==> config.mk <==
export PLATFORM = sky130hd
export DESIGN_NAME = ordered_list_engine
export DESIGN_NICKNAME = d
export VERILOG_FILES = /design/src/rtl/olist_pkg.sv /design/src/rtl/olist_dp.sv /design/src/rtl/olist_ctrl.sv /design/src/rtl/ordered_list_engine.sv
export SDC_FILE = /design/constraint.sdc
export NUM_CORES = 2
export LEC_CHECK = 0
export BUFFER_PORTS_ARGS = -buffer_cell sky130_fd_sc_hd__buf_2
export CELL_PAD_IN_SITES_DETAIL_PLACEMENT = 1
export CELL_PAD_IN_SITES_GLOBAL_PLACEMENT = 1
export CORE_ASPECT_RATIO = 1.5
export CORE_MARGIN = 3
export CORE_UTILIZATION = 40
export CTS_BUF_LIST = sky130_fd_sc_hd__clkbuf_8 sky130_fd_sc_hd__clkbuf_16
export DETAILED_ROUTE_END_ITERATION = 16
export GPL_ROUTABILITY_DRIVEN = 0
export HOLD_SLACK_MARGIN = 0.03
export PLACE_DENSITY = 0.68
export SETUP_SLACK_MARGIN = 0.1
export SYNTH_ARGS = -nofsm -noshare
export SYNTH_HDL_FRONTEND = slang
export SYNTH_SLANG_ARGS = --single-unit
==> constraint.sdc <==
create_clock -name clk -period 5.3 [get_ports clk]
set_input_delay 1.06 -clock clk [delete_from_list [all_inputs] [get_ports clk]]
set_output_delay 1.06 -clock clk [all_outputs]
set_load 0.005 [all_outputs]
==> src/rtl/olist_pkg.sv <==
package olist_pkg;

	// request codes
	localparam logic [2:0] REQ_PUSH_FRONT = 3'd0;
	localparam logic [2:0] REQ_APPEND     = 3'd1;
	localparam logic [2:0] REQ_POP_FRONT  = 3'd2;
	localparam logic [2:0] REQ_REMOVE     = 3'd3;
	localparam logic [2:0] REQ_SEARCH     = 3'd4;
	localparam logic [2:0] REQ_CLEAR      = 3'd5;

	// result status codes
	localparam logic [1:0] ST_OK        = 2'd0;
	localparam logic [1:0] ST_EMPTY     = 2'd1;
	localparam logic [1:0] ST_NOT_FOUND = 2'd2;
	localparam logic [1:0] ST_FULL      = 2'd3;

	// datapath operations
	localparam logic [3:0] OP_NONE      = 4'd0;
	localparam logic [3:0] OP_LOAD      = 4'd1;
	localparam logic [3:0] OP_TAKE_BUMP = 4'd2;
	localparam logic [3:0] OP_RD_FREE   = 4'd3;
	localparam logic [3:0] OP_TAKE_FREE = 4'd4;
	localparam logic [3:0] OP_INSERT    = 4'd5;
	localparam logic [3:0] OP_LINK_TAIL = 4'd6;
	localparam logic [3:0] OP_RD_CUR    = 4'd7;
	localparam logic [3:0] OP_POP       = 4'd8;
	localparam logic [3:0] OP_STEP      = 4'd9;
	localparam logic [3:0] OP_UNLINK    = 4'd10;
	localparam logic [3:0] OP_FREE_CUR  = 4'd11;
	localparam logic [3:0] OP_CLEAR     = 4'd12;
	localparam logic [3:0] OP_RESULT    = 4'd13;

	typedef struct packed {
		logic [3:0] op;
		logic [1:0] st;
	} cmd_t;

	typedef struct packed {
		logic [2:0] req;
		logic       full;
		logic       empty;
		logic       bump_ok;
		logic       hit;
		logic       walk_end;
		logic       out_busy;
	} sts_t;

endpackage

==> src/rtl/olist_dp.sv <==
module olist_dp #(
	parameter int CAPACITY = 64
) (
	input  logic                clk,
	input  logic                arst_n,
	input  olist_pkg::cmd_t     cmd,
	output olist_pkg::sts_t     sts,
	input  logic [2:0]          req_type,
	input  logic signed [31:0]  value,
	output logic                out_valid,
	input  logic                out_stall,
	output logic [1:0]          status,
	output logic signed [31:0]  popped_value,
	output logic [5:0]          found_index,
	output logic [6:0]          entry_count
);

	localparam int IW = $clog2(CAPACITY);
	localparam int CW = $clog2(CAPACITY + 1);

	logic [31:0]   vals_mem [CAPACITY];
	logic [IW-1:0] links_mem [CAPACITY];

	logic [2:0]    req_q;
	logic [31:0]   key_q;
	logic [31:0]   pop_val_q;
	logic [IW-1:0] head_q, tail_q, cur_q, prev_q, node_q, fhead_q;
	logic [CW-1:0] count_q, bump_q, pos_q;
	logic [31:0]   rd_val_q;
	logic [IW-1:0] rd_link_q;
	logic          out_valid_q;
	logic [1:0]    status_q;
	logic [31:0]   popped_q;
	logic [CW-1:0] found_q, entry_q;

	logic          rd_en;
	logic [IW-1:0] rd_addr;
	logic          vwr_en, lwr_en;
	logic [IW-1:0] vwr_addr, lwr_addr, lwr_data;
	logic          last_one;

	assign last_one = (count_q == CW'(1));

	// status back to the controller
	always_comb begin
		sts.req      = req_q;
		sts.full     = (count_q == CW'(CAPACITY));
		sts.empty    = (count_q == '0);
		sts.bump_ok  = (bump_q != CW'(CAPACITY));
		sts.hit      = (rd_val_q == key_q);
		sts.walk_end = (pos_q == count_q);
		sts.out_busy = out_valid_q && out_stall;
	end

	// memory port decode
	always_comb begin
		rd_en    = 1'b0;
		rd_addr  = cur_q;
		vwr_en   = 1'b0;
		vwr_addr = node_q;
		lwr_en   = 1'b0;
		lwr_addr = cur_q;
		lwr_data = fhead_q;
		case (cmd.op)
			olist_pkg::OP_RD_FREE: begin
				rd_en   = 1'b1;
				rd_addr = fhead_q;
			end
			olist_pkg::OP_RD_CUR: begin
				rd_en = 1'b1;
			end
			olist_pkg::OP_INSERT: begin
				vwr_en   = 1'b1;
				lwr_en   = 1'b1;
				lwr_addr = node_q;
				lwr_data = (req_q == olist_pkg::REQ_PUSH_FRONT && count_q != '0) ?
					head_q : '0;
			end
			olist_pkg::OP_LINK_TAIL: begin
				lwr_en   = 1'b1;
				lwr_addr = tail_q;
				lwr_data = node_q;
			end
			olist_pkg::OP_POP, olist_pkg::OP_FREE_CUR: begin
				lwr_en = 1'b1;
			end
			olist_pkg::OP_UNLINK: begin
				lwr_en   = (pos_q != '0);
				lwr_addr = prev_q;
				lwr_data = rd_link_q;
			end
			default: begin
			end
		endcase
	end

	// node store
	always_ff @(posedge clk) begin
		if (vwr_en) begin
			vals_mem[vwr_addr] <= key_q;
		end
		if (lwr_en) begin
			links_mem[lwr_addr] <= lwr_data;
		end
		if (rd_en) begin
			rd_val_q  <= vals_mem[rd_addr];
			rd_link_q <= links_mem[rd_addr];
		end
	end

	// list registers
	always_ff @(posedge clk or negedge arst_n) begin
		if (!arst_n) begin
			head_q  <= '0;
			tail_q  <= '0;
			count_q <= '0;
			bump_q  <= '0;
			fhead_q <= '0;
		end else begin
			case (cmd.op)
				olist_pkg::OP_TAKE_BUMP: bump_q <= bump_q + CW'(1);
				olist_pkg::OP_TAKE_FREE: fhead_q <= rd_link_q;
				olist_pkg::OP_INSERT: begin
					if (count_q == '0) begin
						head_q <= node_q;
						tail_q <= node_q;
					end else if (req_q == olist_pkg::REQ_PUSH_FRONT) begin
						head_q <= node_q;
					end
					count_q <= count_q + CW'(1);
				end
				olist_pkg::OP_LINK_TAIL: tail_q <= node_q;
				olist_pkg::OP_POP: begin
					fhead_q <= cur_q;
					count_q <= count_q - CW'(1);
					head_q  <= last_one ? '0 : rd_link_q;
					if (last_one) begin
						tail_q <= '0;
					end
				end
				olist_pkg::OP_UNLINK: begin
					if (pos_q == '0) begin
						head_q <= rd_link_q;
					end
					if (pos_q + CW'(1) == count_q) begin
						tail_q <= prev_q;
					end
				end
				olist_pkg::OP_FREE_CUR: begin
					fhead_q <= cur_q;
					count_q <= count_q - CW'(1);
					if (last_one) begin
						head_q <= '0;
						tail_q <= '0;
					end
				end
				olist_pkg::OP_CLEAR: begin
					bump_q  <= '0;
					count_q <= '0;
					head_q  <= '0;
					tail_q  <= '0;
				end
				default: begin
				end
			endcase
		end
	end

	// request and walk registers
	always_ff @(posedge clk or negedge arst_n) begin
		if (!arst_n) begin
			req_q <= '0;
			pos_q <= '0;
		end else begin
			case (cmd.op)
				olist_pkg::OP_LOAD: begin
					req_q <= req_type;
					pos_q <= '0;
				end
				olist_pkg::OP_STEP: pos_q <= pos_q + CW'(1);
				default: begin
				end
			endcase
		end
	end

	always_ff @(posedge clk) begin
		case (cmd.op)
			olist_pkg::OP_LOAD: begin
				key_q  <= value;
				cur_q  <= head_q;
				prev_q <= '0;
			end
			olist_pkg::OP_TAKE_BUMP: node_q <= bump_q[IW-1:0];
			olist_pkg::OP_RD_FREE: node_q <= fhead_q;
			olist_pkg::OP_POP: pop_val_q <= rd_val_q;
			olist_pkg::OP_STEP: begin
				prev_q <= cur_q;
				cur_q  <= rd_link_q;
			end
			default: begin
			end
		endcase
	end

	// result word register
	always_ff @(posedge clk or negedge arst_n) begin
		if (!arst_n) begin
			out_valid_q <= 1'b0;
		end else if (cmd.op == olist_pkg::OP_RESULT) begin
			out_valid_q <= 1'b1;
		end else if (!out_stall) begin
			out_valid_q <= 1'b0;
		end
	end

	always_ff @(posedge clk) begin
		if (cmd.op == olist_pkg::OP_RESULT) begin
			status_q <= cmd.st;
			popped_q <= (req_q == olist_pkg::REQ_POP_FRONT && cmd.st == olist_pkg::ST_OK) ?
				pop_val_q : '0;
			found_q  <= (req_q == olist_pkg::REQ_SEARCH && cmd.st == olist_pkg::ST_OK) ?
				pos_q : '0;
			entry_q  <= count_q;
		end
	end

	assign out_valid    = out_valid_q;
	assign status       = status_q;
	assign popped_value = popped_q;
	assign found_index  = 6'(found_q);
	assign entry_count  = 7'(entry_q);

endmodule

==> src/rtl/olist_ctrl.sv <==
module olist_ctrl (
	input  logic            clk,
	input  logic            arst_n,
	input  logic            in_valid,
	output logic            in_stall,
	input  olist_pkg::sts_t sts,
	output olist_pkg::cmd_t cmd
);

	localparam logic [3:0] S_IDLE     = 4'd0;
	localparam logic [3:0] S_DISPATCH = 4'd1;
	localparam logic [3:0] S_ALLOC    = 4'd2;
	localparam logic [3:0] S_INSERT   = 4'd3;
	localparam logic [3:0] S_LINK     = 4'd4;
	localparam logic [3:0] S_POP      = 4'd5;
	localparam logic [3:0] S_WALK_RD  = 4'd6;
	localparam logic [3:0] S_WALK_CMP = 4'd7;
	localparam logic [3:0] S_FREE     = 4'd8;
	localparam logic [3:0] S_RESULT   = 4'd9;

	logic [3:0] state_q, state_d;
	logic [1:0] st_q, st_d;

	assign in_stall = (state_q != S_IDLE);

	// next state and command
	always_comb begin
		state_d = state_q;
		st_d    = st_q;
		cmd.op  = olist_pkg::OP_NONE;
		cmd.st  = st_q;
		case (state_q)
			S_IDLE: begin
				if (in_valid) begin
					cmd.op  = olist_pkg::OP_LOAD;
					state_d = S_DISPATCH;
				end
			end
			S_DISPATCH: begin
				st_d    = olist_pkg::ST_OK;
				state_d = S_RESULT;
				case (sts.req)
					olist_pkg::REQ_PUSH_FRONT, olist_pkg::REQ_APPEND: begin
						if (sts.full) begin
							st_d = olist_pkg::ST_FULL;
						end else if (sts.bump_ok) begin
							cmd.op  = olist_pkg::OP_TAKE_BUMP;
							state_d = S_INSERT;
						end else begin
							cmd.op  = olist_pkg::OP_RD_FREE;
							state_d = S_ALLOC;
						end
					end
					olist_pkg::REQ_POP_FRONT: begin
						if (sts.empty) begin
							st_d = olist_pkg::ST_EMPTY;
						end else begin
							cmd.op  = olist_pkg::OP_RD_CUR;
							state_d = S_POP;
						end
					end
					olist_pkg::REQ_REMOVE, olist_pkg::REQ_SEARCH: begin
						state_d = S_WALK_RD;
					end
					olist_pkg::REQ_CLEAR: begin
						cmd.op = olist_pkg::OP_CLEAR;
					end
					default: begin
					end
				endcase
			end
			S_ALLOC: begin
				cmd.op  = olist_pkg::OP_TAKE_FREE;
				state_d = S_INSERT;
			end
			S_INSERT: begin
				cmd.op  = olist_pkg::OP_INSERT;
				state_d = (sts.req == olist_pkg::REQ_APPEND && !sts.empty) ? S_LINK : S_RESULT;
			end
			S_LINK: begin
				cmd.op  = olist_pkg::OP_LINK_TAIL;
				state_d = S_RESULT;
			end
			S_POP: begin
				cmd.op  = olist_pkg::OP_POP;
				state_d = S_RESULT;
			end
			S_WALK_RD: begin
				if (sts.walk_end) begin
					st_d    = olist_pkg::ST_NOT_FOUND;
					state_d = S_RESULT;
				end else begin
					cmd.op  = olist_pkg::OP_RD_CUR;
					state_d = S_WALK_CMP;
				end
			end
			S_WALK_CMP: begin
				if (!sts.hit) begin
					cmd.op  = olist_pkg::OP_STEP;
					state_d = S_WALK_RD;
				end else if (sts.req == olist_pkg::REQ_SEARCH) begin
					state_d = S_RESULT;
				end else begin
					cmd.op  = olist_pkg::OP_UNLINK;
					state_d = S_FREE;
				end
			end
			S_FREE: begin
				cmd.op  = olist_pkg::OP_FREE_CUR;
				state_d = S_RESULT;
			end
			S_RESULT: begin
				if (!sts.out_busy) begin
					cmd.op  = olist_pkg::OP_RESULT;
					state_d = S_IDLE;
				end
			end
			default: begin
				state_d = S_IDLE;
			end
		endcase
	end

	always_ff @(posedge clk or negedge arst_n) begin
		if (!arst_n) begin
			state_q <= S_IDLE;
			st_q    <= olist_pkg::ST_OK;
		end else begin
			state_q <= state_d;
			st_q    <= st_d;
		end
	end

endmodule

==> src/rtl/ordered_list_engine.sv <==
// Bounded singly linked list of signed 32-bit values in a node store of CAPACITY
// entries. One request word in, one result word out. Nodes are handed out first
// from a fill counter and then from a free list threaded through the link store,
// so no clearing pass is needed after reset or clear. Timing comes from the
// one-read-port node store. Push front and append take a node from the fill
// counter, or from the free list once it is spent; append to a non-empty list
// also links the old tail. Pop front reads the head node; clear and unknown
// requests go straight to the result. Search and remove key read and compare
// each node in turn from the head, so a missing key walks every entry. A new
// request is taken while the previous result word still waits; the input stalls
// while a request is in progress, and a finished result waits for the output.
module ordered_list_engine #(
	parameter int CAPACITY = 64
) (
	input  logic               clk,
	input  logic               arst_n,
	input  logic               in_valid,
	output logic               in_stall,
	input  logic [2:0]         req_type,
	input  logic signed [31:0] value,
	output logic               out_valid,
	input  logic               out_stall,
	output logic [1:0]         status,
	output logic signed [31:0] popped_value,
	output logic [5:0]         found_index,
	output logic [6:0]         entry_count
);

	olist_pkg::cmd_t cmd;
	olist_pkg::sts_t sts;

	olist_ctrl u_ctrl (
		.clk      (clk),
		.arst_n   (arst_n),
		.in_valid (in_valid),
		.in_stall (in_stall),
		.sts      (sts),
		.cmd      (cmd)
	);

	olist_dp #(
		.CAPACITY (CAPACITY)
	) u_dp (
		.clk          (clk),
		.arst_n       (arst_n),
		.cmd          (cmd),
		.sts          (sts),
		.req_type     (req_type),
		.value        (value),
		.out_valid    (out_valid),
		.out_stall    (out_stall),
		.status       (status),
		.popped_value (popped_value),
		.found_index  (found_index),
		.entry_count  (entry_count)
	);

endmodule
==> out/qor.yml <==
critical_path:
  cp_slowest_cell: "mux2_8"
  worst-setup-path-type: "reg2reg"
  start_kind: "flip-flop"
  critPathMaxStageDelay_ns: 0.77
  arrival_ns: 5.77
  path_cells: "inv_1, ha_1, a311o_1, a21oi_4, mux2_8, buf_12, buf_12, nand2_1, a21oi_1, nor3_1, nor2_1, nor3_2, nor3_2"
  reg2regPathDepth: 13
  critical_path_buf_inv_count: 3
  endpoint_kind: "flip-flop"
  cp.depth: 13
  critPathMaxFanout: 53
  cp.required_ns: 5.94
  cp_top_family: "simple AND/OR/NAND/NOR gates"
global_route:
  grt_pass1_wl_mm: 541
  grt_pass1_vias: 72900
  grt_max_degree: 83
  grt_use_total_pct: 28.1
  antenna_found_initial: 39
  overflow: 0
drt:
  first_pass_iters: 8
  routed-via-count: 70600
  routed_wl_mm: 386
  drt_iter0_markers: 8136
  routed_via_density: 6.04
  ant_nets: 0
  drc: 0
  wl_per_cell_um: 33.0
logic_synthesis:
  yosys.cell_types.count: 65
  async_flop_share_pct: 1.85
  synth_area_um2: 105000
  ys_ff_latch: 2648
  synth.avg_cell_area_um2: 13.7
  yosysWarningCount: 0
  syn_inst: 7651
  yosys_most_used_dff: "edfxtp_1"
  yosysSeqAreaShare_pct: 75.5
  synth_nets: 7697
  synth_edf_count: 2599
clock_tree:
  clk_path_buf_depth: 4
  clk_pin_slew_worst_paths_ns: 0.07
  clk_latency_ns: 0.91
  numCtsBuffers: 240
  cts.sinks: 2648
  cts_tree: "yes"
  cts_max_level: 4
  cts_root_buf: "clkbuf_16"
sta:
  setup_violations: 0
  timing.final.crit_share_pct: 96.9
  drv_slew: 0
  grt_setup_unrepaired: "no"
  fin_crit_ns: 5.13
  hold_viol_final: 0
  worstMarginPinSlew_ns: 1.46
  slew_headroom_pct: 1.66
  fin_skew_ns: 0.0754
  max_freq_mhz: 195
  hold_slack_ns: 0.290
floorplan:
  die-area_um2: 269000
  fp-row-count: 229
  core_area_um2: 260000
  die_height_um: 633
  io_pins: 88
  die_x_um: 424
  start_util_pct: 40.3
finish:
  multi_input_area_um2: 24200
  nFillCells: 26200
  regArea_um2: 79300
  instances_no_fill: 11700
  area_growth_pct: 15.3
  fin_nets: 8082
  layout-drive-gt1-share_pct: 13.0
place:
  portBuffers: 87
  dp_hpwl_mm: 244
  dp.cells: 11300
power_and_ir_drop:
  clock_power_share_pct: 28.3
  power.share.combinational_pct: 28.8
  switching_share_pct: 34.6
  p_seq_share_pct: 42.9
  p_sw_w: 0.0206
  internal_power_w: 0.0389
  irDropWorstVdd_mv: 0.335
  p_leak_nw: 41.6
  p_per_area_nw_per_um2: 492
outcome:
  violations: "capacitance limit"
  status: "finished with violations"
min_path:
  hold_path_class: "in2async"
run:
  cap_violations: 1
## registers in the layout, summed over array words and instances, names as in the netlist, 7 cells and up
| name | cells |
|---|---|
| u_dp.bump_q | 7 |
| u_dp.count_q | 7 |
| u_dp.entry_count | 7 |
| u_dp.key_q | 32 |
| u_dp.links_mem | 384 |
| u_dp.pop_val_q | 32 |
| u_dp.popped_value | 32 |
| u_dp.pos_q | 7 |
| u_dp.rd_val_q | 32 |
| u_dp.vals_mem | 2048 |
## stage by stage
step	power (W)	cell area, µm²	TNS (ns)	setup slack [ns]	util [%]
after floorplan	0.0339	105000	0	0.207	-
after global placement	0.0423	114000	-0.378	-0.146	43.6
after detailed placement	0.0427	114000	-0.598	-0.200	43.6
after CTS	0.0594	121000	0	0.0951	46.5
after global routing	0.0612	121000	0	0.139	46.5
final	0.0595	121000	0	0.165	46.5
## synth_stat cells (43+ instances only)
| library cell | n | area share, % |
|---|---|---|
| nor2_1 | 257 | 0.92 |
| nand3_1 | 642 | 3.1 |
| o221ai_1 | 69 | 0.58 |
| buf_1 | 43 | 0.15 |
| mux2i_1 | 331 | 3.2 |
| nor3_1 | 149 | 0.71 |
| nor4_1 | 87 | 0.52 |
| edfxtp_1 | 2599 | 74 |
| a31oi_1 | 77 | 0.46 |
| buf_2 | 217 | 1.0 |
| o21ai_0 | 105 | 0.50 |
| nand2_1 | 1850 | 6.6 |
| a211oi_1 | 65 | 0.47 |
| buf_4 | 46 | 0.33 |
| xor2_1 | 48 | 0.40 |
| a21oi_1 | 454 | 2.2 |
| clkbuf_1 | 172 | 0.62 |
| o22ai_1 | 93 | 0.55 |
| dfrtp_1 | 49 | 1.2 |
## per-layer routing
metal	part of all wire [%]	global-route usage, %	vias up	routed length (µm)
li1	-	-	29200	-
met1	34	31.6	36800	131000
met2	50	48.1	3620	191000
met3	8.1	5.10	1081	31200
met4	8.4	20.3	6	32400
met5	0.0093	0	-	36
## area by class of cell
type | instances | share of cell area, %
diodes | 20 | 0.0414
flip-flops and latches | 2648 | 65.5
inverters | 19 | 0.0589
multi-input cells | 4502 | 20.0
clock inverters | 179 | 1.01
clock buffers | 245 | 5.05
repair buffers | 625 | 4.77
well taps | 3465 | 3.58
## path summary, 6_finish.rpt
path	startpoint	end	slack [ns]
worst min register to register	u_dp.rd_val_q[4]	u_dp.pop_val_q[4]	0.48
min in group clk	req_type[1]	u_dp.req_q[1]	0.40
worst min-delay path	arst_n	u_dp.out_valid	0.29
worst max register to register	u_dp.count_q[1]	u_dp.rd_val_q[2]	0.17
worst max-delay path	u_dp.count_q[1]	u_dp.rd_val_q[2]	0.17
max in group asynchronous	arst_n	u_dp.bump_q[4]	4.50
## cell usage in the layout (no fill, tap or decap), drive strengths merged, types with 40 or more instances in the layout
cell type and n:
nor2 257, edfxtp 2599, o22ai 93, o221ai 69, nand3 642, mux2i 334
clkbuf 245, o21ai 108, clkinv 108, inv 70, a31oi 77, a211oi 65
nand2 1850, and2 40, buf 625, dfrtp 49, a21oi 454, nor3 149
nor4 87, xor2 48
## timing repair
action / in CTS / in global routing
hold buffers: 0 / 0
gates cloned: 0 / 0
gates resized for setup: 2 / 4
buffers inserted: 2 / 2
setup endpoints to repair: 8 / 6
pin swaps: 0 / 0
## cell families (layout without fill, tap and decap cells)
group | Yosys count | in the layout | synth area share [%]
other cells | 0 | 20 | 0
compound gates | 987 | 987 | 5.75
simple gates | 3109 | 3109 | 12.6
flops | 2648 | 2648 | 75.5
xor+xnor | 55 | 55 | 0.459
mux | 344 | 344 | 3.32
buf+inv | 501 | 1068 | 2.24
fa+ha+maj | 7 | 7 | 0.0835
## power by group through the flow
stage	Clock (W)	Sequential, W	Combinational (W)
floorplan	0	0.0261	0.00782
global placement	0	0.0259	0.0164
detailed placement	0	0.0259	0.0168
CTS	0.0170	0.0255	0.0169
global route	0.0178	0.0255	0.0179
finish	0.0168	0.0255	0.0171
No activity file was read; power rests on OpenSTA's default activity.
